$ cat src/ptfg_pkg.sv
// Package for the periodic test frame generator.
// Holds sizes, op and register codes, and the item and table entry types.
// No dependencies.
package ptfg_pkg;

   localparam int SLOTS = 16;
   localparam int IDX_W = (SLOTS > 1) ? $clog2(SLOTS) : 1;
   localparam int CNT_W = $clog2(SLOTS + 1);
   localparam int MAX_FRAMES = 16;
   localparam int STAGGER = 7;
   localparam int DIV_STEPS = 32;
   localparam int DIV_CNT_W = $clog2(DIV_STEPS);
   localparam logic [4:0] ACTIVE_RESET = 5'd14;
   localparam logic [15:0] STEP_RESET = 16'd100;

   typedef logic [1:0] op_type;
   localparam op_type OP_LOAD    = 2'd0;
   localparam op_type OP_RESTART = 2'd1;
   localparam op_type OP_TICK    = 2'd2;

   typedef logic csr_idx_type;
   localparam csr_idx_type CSR_ACTIVE = 1'b0;
   localparam csr_idx_type CSR_STEP   = 1'b1;

   typedef struct packed {
      op_type      op;
      logic [31:0] now_ms;
      logic [3:0]  slot;
      logic [10:0] frame_id;
      logic [3:0]  frame_len;
      logic [15:0] period_ms;
   } req_type;

   typedef struct packed {
      logic [10:0] out_id;
      logic [3:0]  out_len;
      logic [63:0] out_payload;
      logic [3:0]  out_slot;
      logic        resynced;
      logic [31:0] resync_total;
      logic        last;
   } rsp_type;

   typedef struct packed {
      csr_idx_type index;
      logic [15:0] wdata;
   } csr_type;

   typedef struct packed {
      logic [10:0] id;
      logic [3:0]  len;
      logic [15:0] period;
   } slot_cfg_type;

   typedef struct packed {
      logic [31:0] due;
      logic [7:0]  seq;
      logic        sent;
   } slot_run_type;

endpackage

$ cat src/ptfg_if.sv
// Handshake channels of the periodic test frame generator.
// Depends on ptfg_pkg for the payload types.
interface ptfg_req_if;
   logic             valid;
   logic             ready;
   ptfg_pkg::req_type data;
   modport source (output valid, output data, input ready);
   modport sink (input valid, input data, output ready);
endinterface

interface ptfg_rsp_if;
   logic             valid;
   logic             ready;
   ptfg_pkg::rsp_type data;
   modport source (output valid, output data, input ready);
   modport sink (input valid, input data, output ready);
endinterface

interface ptfg_csr_if;
   logic             valid;
   logic             ready;
   ptfg_pkg::csr_type data;
   modport source (output valid, output data, input ready);
   modport sink (input valid, input data, output ready);
endinterface

$ cat src/periodic_test_frame_generator.sv
// Periodic test frame generator, top level.
// Depends on ptfg_pkg and the channel interfaces in ptfg_if.
//
// Channels: req_ch takes items (load slot, restart run, time tick), rsp_ch
// gives one item per emitted frame, csr_ch writes active_slots (index 0)
// and signal_step_ms (index 1); csr_ch is always ready.
// Load and restart give no item. A tick runs a 32-step restoring
// divider for now_ms / signal_step_ms, then visits each active slot
// (table memory read, then evaluate and write back), then hands over
// the final frame.
// One frame is held back in a staging register so that the last flag is
// known; the output register holds the frame shown on rsp_ch. The next
// item is taken while the final frame still waits on rsp_ch.
// If the receiver stalls, the slot walk holds in its evaluate step.
// Reset restores active_slots 14, signal step 100 and an all-zero table;
// per-entry valid bits stand in for the zero contents, so no clearing pass.
module periodic_test_frame_generator (
   input logic clock,
   input logic reset,
   ptfg_req_if.sink req_ch,
   ptfg_rsp_if.source rsp_ch,
   ptfg_csr_if.sink csr_ch
);
   import ptfg_pkg::*;

   typedef enum logic [4:0] {
      ST_IDLE  = 5'b00001,
      ST_DIV   = 5'b00010,
      ST_READ  = 5'b00100,
      ST_EVAL  = 5'b01000,
      ST_FLUSH = 5'b10000
   } state_type;

   state_type state_ff, state_in;
   logic [4:0] active_ff;
   logic [15:0] step_ff;
   logic [31:0] now_ff, now_in;
   logic [31:0] base_ff, base_in;
   logic stagger_ff, stagger_in;
   logic [31:0] resync_ff, resync_in;
   logic [SLOTS-1:0] cfg_vld_ff, cfg_vld_in;
   logic [SLOTS-1:0] run_vld_ff, run_vld_in;
   logic [CNT_W-1:0] idx_ff, idx_in;
   logic [CNT_W-1:0] lim_ff, lim_in;
   logic [16:0] rem_ff, rem_in;
   logic [31:0] quo_ff, quo_in;
   logic [DIV_CNT_W-1:0] cnt_ff, cnt_in;
   rsp_type pend_ff, pend_in, out_ff, out_in;
   logic pend_vld_ff, pend_vld_in, out_vld_ff, out_vld_in;

   slot_cfg_type cfg_mem [SLOTS];
   slot_run_type run_mem [SLOTS];
   slot_cfg_type cfg_rd_ff;
   slot_run_type run_rd_ff;

   logic req_take, rsp_take, out_free;
   logic [IDX_W-1:0] addr, load_addr;
   logic load_we, run_we;
   slot_cfg_type cfg_cur;
   slot_run_type run_cur, run_new;
   logic [15:0] step_eff;
   logic [16:0] rem_sh;
   logic div_ge;
   logic [3:0] len8;
   logic [31:0] per32, diff, due1, diff2;
   logic emit, rs, go;
   rsp_type frame;
   int unsigned lim_calc;

   function automatic logic [63:0] build_payload(input logic [3:0] len,
                                                 input logic [7:0] seq,
                                                 input logic [7:0] b1,
                                                 input logic [7:0] id8);
      logic [7:0] d [8];
      logic [7:0] sum;
      logic [63:0] p;
      int n;
      n = int'(len);
      sum = 8'd0;
      p = '0;
      for (int b = 0; b < 8; b++) begin
         d[b] = 8'd0;
         if (b == 0 && n >= 1) d[b] = seq;
         else if (b == 1 && n > 2) d[b] = b1;
         else if (b >= 2 && b + 1 < n) d[b] = id8 + 8'(b);
      end
      for (int b = 0; b < 8; b++) begin
         if (b + 1 < n) sum = sum + d[b];
      end
      for (int b = 0; b < 8; b++) begin
         if (n > 1 && b == n - 1) d[b] = ~sum;
         if (b < n) p[8*b +: 8] = d[b];
      end
      return p;
   endfunction

   assign req_take = req_ch.valid && req_ch.ready;
   assign rsp_take = rsp_ch.valid && rsp_ch.ready;
   assign out_free = !out_vld_ff || rsp_take;
   assign req_ch.ready = (state_ff == ST_IDLE);
   assign csr_ch.ready = 1'b1;
   assign rsp_ch.valid = out_vld_ff;
   assign rsp_ch.data = out_ff;

   assign addr = idx_ff[IDX_W-1:0];
   assign load_addr = IDX_W'(req_ch.data.slot);
   assign load_we = req_take && (req_ch.data.op == OP_LOAD)
                    && (32'(req_ch.data.slot) < 32'(SLOTS));

   // slot table entries read as zero, run entries as restart value, until written
   always_comb begin
      cfg_cur = cfg_vld_ff[addr] ? cfg_rd_ff : '0;
      if (run_vld_ff[addr]) begin
         run_cur = run_rd_ff;
      end else begin
         run_cur.due = stagger_ff ? base_ff + 32'(STAGGER) * 32'(idx_ff) : base_ff;
         run_cur.seq = 8'd0;
         run_cur.sent = 1'b0;
      end
   end

   always_comb begin
      step_eff = (step_ff == 16'd0) ? 16'd1 : step_ff;
      rem_sh = {rem_ff[15:0], quo_ff[31]};
      div_ge = rem_sh >= {1'b0, step_eff};
      len8 = (cfg_cur.len > 4'd8) ? 4'd8 : cfg_cur.len;
      per32 = {16'd0, cfg_cur.period};
      diff = now_ff - run_cur.due;
      due1 = run_cur.due + per32;
      diff2 = now_ff - due1;
      rs = (per32 != 32'd0) && !diff2[31] && (diff2 > per32);
      emit = (per32 == 32'd0) ? !run_cur.sent : !diff[31];
      run_new.due = (per32 == 32'd0) ? run_cur.due : (rs ? now_ff + per32 : due1);
      run_new.seq = run_cur.seq + 8'd1;
      run_new.sent = (per32 == 32'd0) ? 1'b1 : run_cur.sent;
      frame.out_id = cfg_cur.id;
      frame.out_len = len8;
      frame.out_payload = build_payload(len8, run_cur.seq,
                                        quo_ff[7:0] + 8'(idx_ff), cfg_cur.id[7:0]);
      frame.out_slot = 4'(idx_ff);
      frame.resynced = rs;
      frame.resync_total = resync_ff + 32'(rs);
      frame.last = 1'b0;
      go = !emit || !pend_vld_ff || out_free;
      lim_calc = 32'(active_ff);
      if (lim_calc > 32'(SLOTS)) lim_calc = 32'(SLOTS);
      if (lim_calc > 32'(MAX_FRAMES)) lim_calc = 32'(MAX_FRAMES);
   end

   always_comb begin
      state_in = state_ff;
      now_in = now_ff;
      base_in = base_ff;
      stagger_in = stagger_ff;
      resync_in = resync_ff;
      cfg_vld_in = cfg_vld_ff;
      run_vld_in = run_vld_ff;
      idx_in = idx_ff;
      lim_in = lim_ff;
      rem_in = rem_ff;
      quo_in = quo_ff;
      cnt_in = cnt_ff;
      pend_in = pend_ff;
      pend_vld_in = pend_vld_ff;
      out_in = out_ff;
      out_vld_in = out_vld_ff && !rsp_take;
      run_we = 1'b0;
      if (load_we) cfg_vld_in[load_addr] = 1'b1;
      case (state_ff)
         ST_IDLE: begin
            if (req_take) begin
               case (req_ch.data.op)
                  OP_RESTART: begin
                     base_in = req_ch.data.now_ms;
                     stagger_in = 1'b1;
                     resync_in = 32'd0;
                     run_vld_in = '0;
                  end
                  OP_TICK: begin
                     now_in = req_ch.data.now_ms;
                     quo_in = req_ch.data.now_ms;
                     rem_in = 17'd0;
                     cnt_in = '0;
                     idx_in = '0;
                     lim_in = CNT_W'(lim_calc);
                     state_in = ST_DIV;
                  end
                  default: ;
               endcase
            end
         end
         ST_DIV: begin
            rem_in = div_ge ? rem_sh - {1'b0, step_eff} : rem_sh;
            quo_in = {quo_ff[30:0], div_ge};
            cnt_in = cnt_ff + 1'b1;
            if (cnt_ff == DIV_CNT_W'(DIV_STEPS - 1)) begin
               state_in = (lim_ff == '0) ? ST_FLUSH : ST_READ;
            end
         end
         ST_READ: state_in = ST_EVAL;
         ST_EVAL: begin
            if (go) begin
               if (emit) begin
                  run_we = 1'b1;
                  run_vld_in[addr] = 1'b1;
                  resync_in = frame.resync_total;
                  if (pend_vld_ff) begin
                     out_in = pend_ff;
                     out_vld_in = 1'b1;
                  end
                  pend_in = frame;
                  pend_vld_in = 1'b1;
               end
               idx_in = idx_ff + 1'b1;
               state_in = (idx_ff + 1'b1 == lim_ff) ? ST_FLUSH : ST_READ;
            end
         end
         ST_FLUSH: begin
            if (!pend_vld_ff) begin
               state_in = ST_IDLE;
            end else if (out_free) begin
               out_in = pend_ff;
               out_in.last = 1'b1;
               out_vld_in = 1'b1;
               pend_vld_in = 1'b0;
               state_in = ST_IDLE;
            end
         end
         default: state_in = ST_IDLE;
      endcase
   end

   always_ff @(posedge clock) begin
      if (load_we) begin
         cfg_mem[load_addr] <= '{id: req_ch.data.frame_id, len: req_ch.data.frame_len,
                                 period: req_ch.data.period_ms};
      end
      if (state_ff == ST_READ) cfg_rd_ff <= cfg_mem[addr];
   end

   always_ff @(posedge clock) begin
      if (run_we) run_mem[addr] <= run_new;
      if (state_ff == ST_READ) run_rd_ff <= run_mem[addr];
   end

   always_ff @(posedge clock) begin
      if (reset) begin
         state_ff <= ST_IDLE;
         active_ff <= ACTIVE_RESET;
         step_ff <= STEP_RESET;
         base_ff <= 32'd0;
         stagger_ff <= 1'b0;
         resync_ff <= 32'd0;
         cfg_vld_ff <= '0;
         run_vld_ff <= '0;
         pend_vld_ff <= 1'b0;
         out_vld_ff <= 1'b0;
      end else begin
         state_ff <= state_in;
         base_ff <= base_in;
         stagger_ff <= stagger_in;
         resync_ff <= resync_in;
         cfg_vld_ff <= cfg_vld_in;
         run_vld_ff <= run_vld_in;
         pend_vld_ff <= pend_vld_in;
         out_vld_ff <= out_vld_in;
         if (csr_ch.valid && csr_ch.ready) begin
            case (csr_ch.data.index)
               CSR_ACTIVE: active_ff <= csr_ch.data.wdata[4:0];
               CSR_STEP: step_ff <= csr_ch.data.wdata;
               default: ;
            endcase
         end
      end
   end

   always_ff @(posedge clock) begin
      now_ff <= now_in;
      idx_ff <= idx_in;
      lim_ff <= lim_in;
      rem_ff <= rem_in;
      quo_ff <= quo_in;
      cnt_ff <= cnt_in;
      pend_ff <= pend_in;
      out_ff <= out_in;
   end

   a_len_max: assert property (@(posedge clock) disable iff (reset)
      rsp_ch.valid |-> rsp_ch.data.out_len <= 4'd8)
      else $error("frame length above eight");

   a_eval_after_read: assert property (@(posedge clock) disable iff (reset)
      state_ff == ST_EVAL |-> $past(state_ff) == ST_READ || $past(state_ff) == ST_EVAL)
      else $error("evaluate without table read");

   a_hold_stalled: assert property (@(posedge clock) disable iff (reset)
      rsp_ch.valid && !rsp_ch.ready |=> rsp_ch.valid && $stable(rsp_ch.data))
      else $error("frame changed while stalled");

   a_idle_empty: assert property (@(posedge clock) disable iff (reset)
      pend_vld_ff |-> state_ff != ST_IDLE)
      else $error("staged frame left at idle");

endmodule

$ cat src/flat_wrapper.sv
// flat-port wrapper written by rule: the top's interface ports become plain ports
module periodic_test_frame_generator_flat import ptfg_pkg::*;
  (clock, reset, req_ch_valid, req_ch_data, req_ch_ready, rsp_ch_valid, rsp_ch_data, rsp_ch_ready, csr_ch_valid, csr_ch_data, csr_ch_ready);
  ptfg_req_if req_ch_i ();
  ptfg_rsp_if rsp_ch_i ();
  ptfg_csr_if csr_ch_i ();
  input logic clock;
  input logic reset;
  input wire logic [$bits(req_ch_i.valid)-1:0] req_ch_valid;
  input wire logic [$bits(req_ch_i.data)-1:0] req_ch_data;
  output wire logic [$bits(req_ch_i.ready)-1:0] req_ch_ready;
  output wire logic [$bits(rsp_ch_i.valid)-1:0] rsp_ch_valid;
  output wire logic [$bits(rsp_ch_i.data)-1:0] rsp_ch_data;
  input wire logic [$bits(rsp_ch_i.ready)-1:0] rsp_ch_ready;
  input wire logic [$bits(csr_ch_i.valid)-1:0] csr_ch_valid;
  input wire logic [$bits(csr_ch_i.data)-1:0] csr_ch_data;
  output wire logic [$bits(csr_ch_i.ready)-1:0] csr_ch_ready;
  assign req_ch_i.valid = req_ch_valid;
  assign req_ch_i.data = req_ch_data;
  assign req_ch_ready = req_ch_i.ready;
  assign rsp_ch_valid = rsp_ch_i.valid;
  assign rsp_ch_data = rsp_ch_i.data;
  assign rsp_ch_i.ready = rsp_ch_ready;
  assign csr_ch_i.valid = csr_ch_valid;
  assign csr_ch_i.data = csr_ch_data;
  assign csr_ch_ready = csr_ch_i.ready;
  periodic_test_frame_generator u_core (.clock(clock), .reset(reset), .req_ch(req_ch_i), .rsp_ch(rsp_ch_i), .csr_ch(csr_ch_i));
endmodule
$ cat config.mk
export PLATFORM = sky130hd
export DESIGN_NAME = periodic_test_frame_generator_flat
export DESIGN_NICKNAME = d
export VERILOG_FILES = /design/src/ptfg_pkg.sv /design/src/ptfg_if.sv /design/src/periodic_test_frame_generator.sv /design/src/flat_wrapper.sv
export SDC_FILE = /design/constraint.sdc
export NUM_CORES = 2
export LEC_CHECK = 0
export BUFFER_PORTS_ARGS = -buffer_cell sky130_fd_sc_hd__buf_2
export CAP_MARGIN = 30
export CORE_AREA = 2 2 303 380
export DETAILED_ROUTE_END_ITERATION = 6
export DIE_AREA = 0 0 305 382
export HOLD_SLACK_MARGIN = 0.12
export PLACE_DENSITY = 0.79
export SLEW_MARGIN = 20
export SYNTH_ARGS = -nofsm -noshare
export SYNTH_HDL_FRONTEND = slang
export SYNTH_SLANG_ARGS = --single-unit
$ cat constraint.sdc
create_clock -name clock -period 35.9 [get_ports clock]
set_input_delay 7.18 -clock clock [delete_from_list [all_inputs] [get_ports clock]]
set_output_delay 7.18 -clock clock [all_outputs]
set_load 0.02 [all_outputs]
# --- After elaboration in Yosys (flattened, before gate mapping) ---
# Memory sizes are Yosys's and may differ from the RTL's. A register that Yosys moved wholly into a read port is not among the register bits.
# Index checks and enable logic that the tools add are counted.
totals:
  register_bits: 453
  out_inout_bits: 120
  word_cells: 259
  input_bits: 91
  memories: 2
  mem_bits_rw: 1152
op_classes:
  magnitude_cmp: 21
  n_reduce_logical: 46
  eq_ne: 26
  n_mux: 97
  add_sub_neg: 25
  bitwise: 4
  n_mul: 1
mem_list:
  columns: ["memory", "depth", "word_bits", "rd", "rd_ports_with_merged_regs", "wr", "line_no", "rtl"]
  rows:
  - ["u_core.run_mem", 16, 41, 1, 1, 1, "periodic_test_frame_generator.sv:52", "slot_run_type run_mem [SLOTS];"]
  - ["u_core.cfg_mem", 16, 31, 1, 1, 1, "periodic_test_frame_generator.sv:51", "slot_cfg_type cfg_mem [SLOTS];"]
ops:
  columns: ["cell", "count"]
  rows:
  - ["$mux 117", 5]
  - ["$mux 32", 9]
  - ["$pmux 117 s2", 1]
  - ["$mux 8", 24]
  - ["$eq 4x32->1 const A", 4]
  - ["$mux 16", 8]
  - ["$pmux 32 s2", 2]
  - ["$add 32x16->32", 2]
  - ["$eq 3x32->1 const A", 2]
  - ["$pmux 16 s2", 2]
  - ["$sub 32x32->32", 2]
  - ["$mux 5", 12]
  - ["$add 8x8->8", 7]
  - ["$mux 41", 1]
  - ["$add 32x1->32", 1]
  - ["$add 32x8->32", 1]
  - ["$add 8x3->8 const B", 4]
  - ["$eq 2x32->1 const A", 1]
  - ["$gt 32x16->1", 1]
  - ["$logic_not 16->1", 2]
  - ["$logic_not 32->1", 1]
  - ["$or 16x16->16", 2]
  - ["$mux 28", 1]
  - ["$pmux 5 s5", 1]
  - ["other kinds (49)", 124]

# --- Depth between registers and ports, before layout ---
depth:
  depth_word: 24
  ltp_mapped: 67

# --- Worst setup path after synthesis ---
# Ideal clock, no wire load.
synth_timing:
  kind: "input-to-reg"
  start: "input port rsp_ch_ready"
  end: "memory u_core.run_mem[0][0] in the netlist's numbering, enable pin"
  path_slack_ps: 22933
  path_buffers: 1
  setup_time_ps: 403
  t_required_ps: 35497
  cell_stages: 5
  t_arrival_ps: 12565
  path_cell_list: "nor2b_1 a21o_1 a211oi_1 clkbuf_1 and3_1"
synth_between:
  elab_chain_cells: 7
synth_lines:
  columns: ["item", "line_no", "rtl"]
  rows:
  - ["start: declaration", "flat_wrapper.sv:14", "input wire logic [$bits(rsp_ch_i.ready)-1:0] rsp_ch_ready;"]
  - ["$logic_and 1x1->1", "periodic_test_frame_generator.sv:98", "assign rsp_take = rsp_ch.valid && rsp_ch.ready;"]
  - ["$logic_or 1x1->1", "periodic_test_frame_generator.sv:99", "assign out_free = !out_vld_ff || rsp_take;"]
  - ["$logic_or 1x1->1", "periodic_test_frame_generator.sv:144", "go = !emit || !pend_vld_ff || out_free;"]
  - ["$mux 1", "periodic_test_frame_generator.sv:202", "if (go) begin"]
  - ["$mux 1", "periodic_test_frame_generator.sv:169", "case (state_ff)"]
  - ["$mux 1", "periodic_test_frame_generator.sv:242", "if (run_we) run_mem[addr] <= run_new;"]
  - ["$mux 1 (implied by the code)", "periodic_test_frame_generator.sv:242", null]
  - ["end: declaration", "periodic_test_frame_generator.sv:52", null]
# Every way passes these cells.

==> impl_metrics.yaml <==
outcome:
  status: "complete, no violations"
logic_synthesis:
  synthAdderAreaFrac_pct: 4.05
  synth_top_family_by_area: "multiplexers"
  synth-compound-area-share_pct: 4.83
  synth_xor_area_share_pct: 3.13
  yosysSeqAreaShare_pct: 67.2
  async_reset_ff_share_pct: 0
  yosys.cell_types.count: 91
  yosysTopAreaCellShare_pct: 63.7
  yosysMostFrequentCell: "edfxtp_1"
  mappedNetlistNets: 4833
  synth_ff_type: "edfxtp_1"
  muxShareOfSynthArea_pct: 12.7
  synth_top_cell_by_area: "edfxtp_1"
  syn_inst: 4517
  synth_edf_count: 1552
  yosysWarnings: 0
  synth_common_cells: "1552 x edfxtp_1, 363 x mux4_2, 329 x nor2_1, 286 x nand2_1, 206 x ha_1"
  syn_area_per_cell_um2: 16.2
  ys_seq_elements: 1677
  synthTopCellsByArea: "edfxtp_1 64%, mux4_2 11%, ha_1 3.5%"
  netlist_area_um2: 73100
  synth_simple_gate_area_share_pct: 6.41
power:
  leakagePower_nw: 28.0
  p_switching_mw: 0.908
  seqPwrFrac_pct: 53.0
  combinationalPowerShare_pct: 5.8
  switching_share_pct: 22.3
  power_mw: 4.07
  max-vdd-ir-drop_uv: 69.9
  p_clk_share_pct: 41.2
  power.density_nw_per_um2: 49.8
  p_int_mw: 3.16
grt:
  grt_usage_pct: 33.6
  grt_max_degree: 135
  grt_pass1_wl_mm: 284
  grt_antenna_before_repair: 19
  grt_remaining_overflow: 0
  grt_pass1_vias: 43100
placement:
  dp_worst_setup_slack_ns: 22.85
  numPortBuffers: 209
  gp_congestion: 0.971
  dpl_cell_area_um2: 76300
  dpl.hpwl_mm: 113
clock_tree:
  cts-root-buf: "clkbuf_16"
  cts_hold_buf: 0
  cts_tree: "built"
  post_cts_resized: 0
  htree_levels: 4
  post-cts-setup-buffers: 0
  cts_sinks: 1677
  path_clk_slew_ns: 0.07
  clk_path_buf_depth: 3
  clkLatencyLatePin_ns: 0.82
  cts_buffers: 153
detailed_routing:
  route.detailed.drc: 0
  top_layer: "met5"
  wirelength_mm: 195
  avgRoutedWirePerCell_um: 30.4
  vias_per_cell: 6.74
  antenna_left: 0
  first_pass_iters: 7
  routedLengthMet1_mm: 70.1
  num_vias: 43300
  dr_wl_met3_mm: 19.5
  wl_met2_mm: 94.8
  drt_iter0_drc: 5354
setup_path:
  critPathKind: "reg -> reg"
  crit_required_ns: 36.59
  endpoint_kind: "flip-flop"
  cp_max_fo: 37
  worst_path_most_repeated_cell: "nor2_1"
  start_kind: "flip-flop"
  max_stage_delay_ns: 0.68
  cpMaxStageDelayCell: "buf_4"
  cp_num_buf_inv: 7
  cp_top_family: "simple AND/OR/NAND/NOR gates"
  crit_arrival_ns: 13.79
finish:
  syn_to_final_growth_pct: 11.7
  nets: 5130
  finish.instance_area_um2: 81600
  layout-drive-gt1-share_pct: 20.8
  fillCellCount: 6599
run:
  cap_viol_max_count: 0
timing:
  slew_violations: 0
  finalSetupTns_ns: 0
  grt_setup_unrepaired: "no"
  fin_crit_sh_pct: 36.5
  slew_headroom_pct: 29.7
  tightestPinTransition_ns: 1.05
  max_clock_freq_mhz: 76.3
  finalHoldViolations: 0
  setup_ws_ns: 22.79
  skew_ns: 0.0432
  finalCriticalPeriod_ns: 13.11
  setup_violations: 0
hold_path:
  min_path_type: "reg -> reg"
floorplanning:
  start_util_pct: 64.8
  dieArea_um2: 117000
  die_x_um: 305
  die_h_um: 382
  rows: 138
  core_area_um2: 113000
  ios: 211
[cell usage in the layout, fill, tap and decap left out, types with 26 or more instances in the layout]
master     instances
edfxtp_1        1552
mux4_2           363
nor2_1           312
nand2_1          286
buf_2            212
ha_1             206
a21oi_1          173
inv_1            156
clkbuf_16        156
xnor2_1          143
dfxtp_1          125
xor2_1           113
o21ai_0          100
buf_4             90
nand3_1           65
a21o_1            54
mux2i_1           51
mux2_2            47
nor2b_1           45
nor3_1            44
and3_1            40
o22ai_1           33
clkbuf_1          33
nand2b_1          31
clkinv_1          28
nand4_1           27
and2_1            26
[registers in the layout, indices dropped and copies added, names as in the netlist, 31 cells and up]
| register | count |
|---|---|
| u_core.run_mem | 656 |
| u_core.cfg_mem | 496 |
| u_core.rsp_ch.data | 117 |
| u_core.pend_ff | 116 |
| u_core.run_rd_ff | 41 |
| u_core.base_ff | 32 |
| u_core.now_ff | 32 |
| u_core.quo_ff | 32 |
| u_core.resync_ff | 32 |
| u_core.cfg_rd_ff | 31 |
[stage by stage]
| stage | std cells | util [%] | hold WS (ns) |
|---|---|---|---|
| 6_report | 6426 | 72.4 | 0.414 |
| 5_1_grt | 6420 | 72.4 | 0.415 |
| 4_1_cts | 6399 | 72.2 | 0.415 |
| 3_5_place_dp | 6114 | 67.6 | 0.405 |
| 3_3_place_gp | 6107 | 67.5 | 0.400 |
| 2_1_floorplan | 4517 | - | 0.400 |
[cell families (layout without fill, tap and decap cells)]
group,Yosys count,count (layout)
adder cells (fa/ha/maj),225,225
AO/OA/AOI/OAI,556,556
AND/OR/NAND/NOR,1003,1003
buffers and inverters,332,759
flip-flops,1677,1677
other,1,13
XOR/XNOR,259,259
multiplexers,464,464
[power by group through the flow]
stage / sequential [mW] / combinational (mW) / clock (mW)
floorplan: 2.19 / 0.152 / 0
global placement: 2.20 / 0.221 / 0
detailed placement: 2.20 / 0.227 / 0
CTS: 2.15 / 0.231 / 1.69
global route: 2.15 / 0.257 / 1.76
finish: 2.15 / 0.237 / 1.68
[routing by layer]
layer,vias to the layer above,track usage (%)
met5,-,0
met4,14,17.1
met3,590,6.44
met2,2816,54.4
met1,21800,44.1
li1,18100,-
[path summary, 6_finish.rpt]
kind	from	to	slack, ns	depth (start not counted)
setup reg to reg	u_core.idx_ff[0]	u_core.resync_ff[31]	22.79	59
hold reg to reg	u_core.pend_ff[11]	u_core.rsp_ch.data[11]	0.41	0
setup / recovery	u_core.idx_ff[0]	u_core.resync_ff[31]	22.79	59
hold / removal	u_core.pend_ff[11]	u_core.rsp_ch.data[11]	0.41	0
[worst reg2reg max path, delay by kind of cell (launching register included)]
kind | cells | cell delay (ns)
XOR/XNOR | 3 | 0.53
buffers and inverters | 7 | 2.33
AO/OA/AOI/OAI | 17 | 3.63
multiplexers | 1 | 0.33
adder cells (fa/ha/maj) | 4 | 1.12
AND/OR/NAND/NOR | 27 | 4.69
flip-flops | 1 | 0.32
[cell type report]
type | instances | area (um^2) | area share [%]
clock buffer | 191 | 4060 | 4.97
antenna | 12 | 30.0 | 0.0368
sequential | 1677 | 49100 | 60.2
multi-input combinational | 2508 | 22900 | 28.1
timing repair buffer | 314 | 1970 | 2.41
clock inverter | 94 | 1090 | 1.33
tap | 1470 | 1840 | 2.25
inverter | 160 | 607 | 0.743
(Power assumes the default switching activity.)
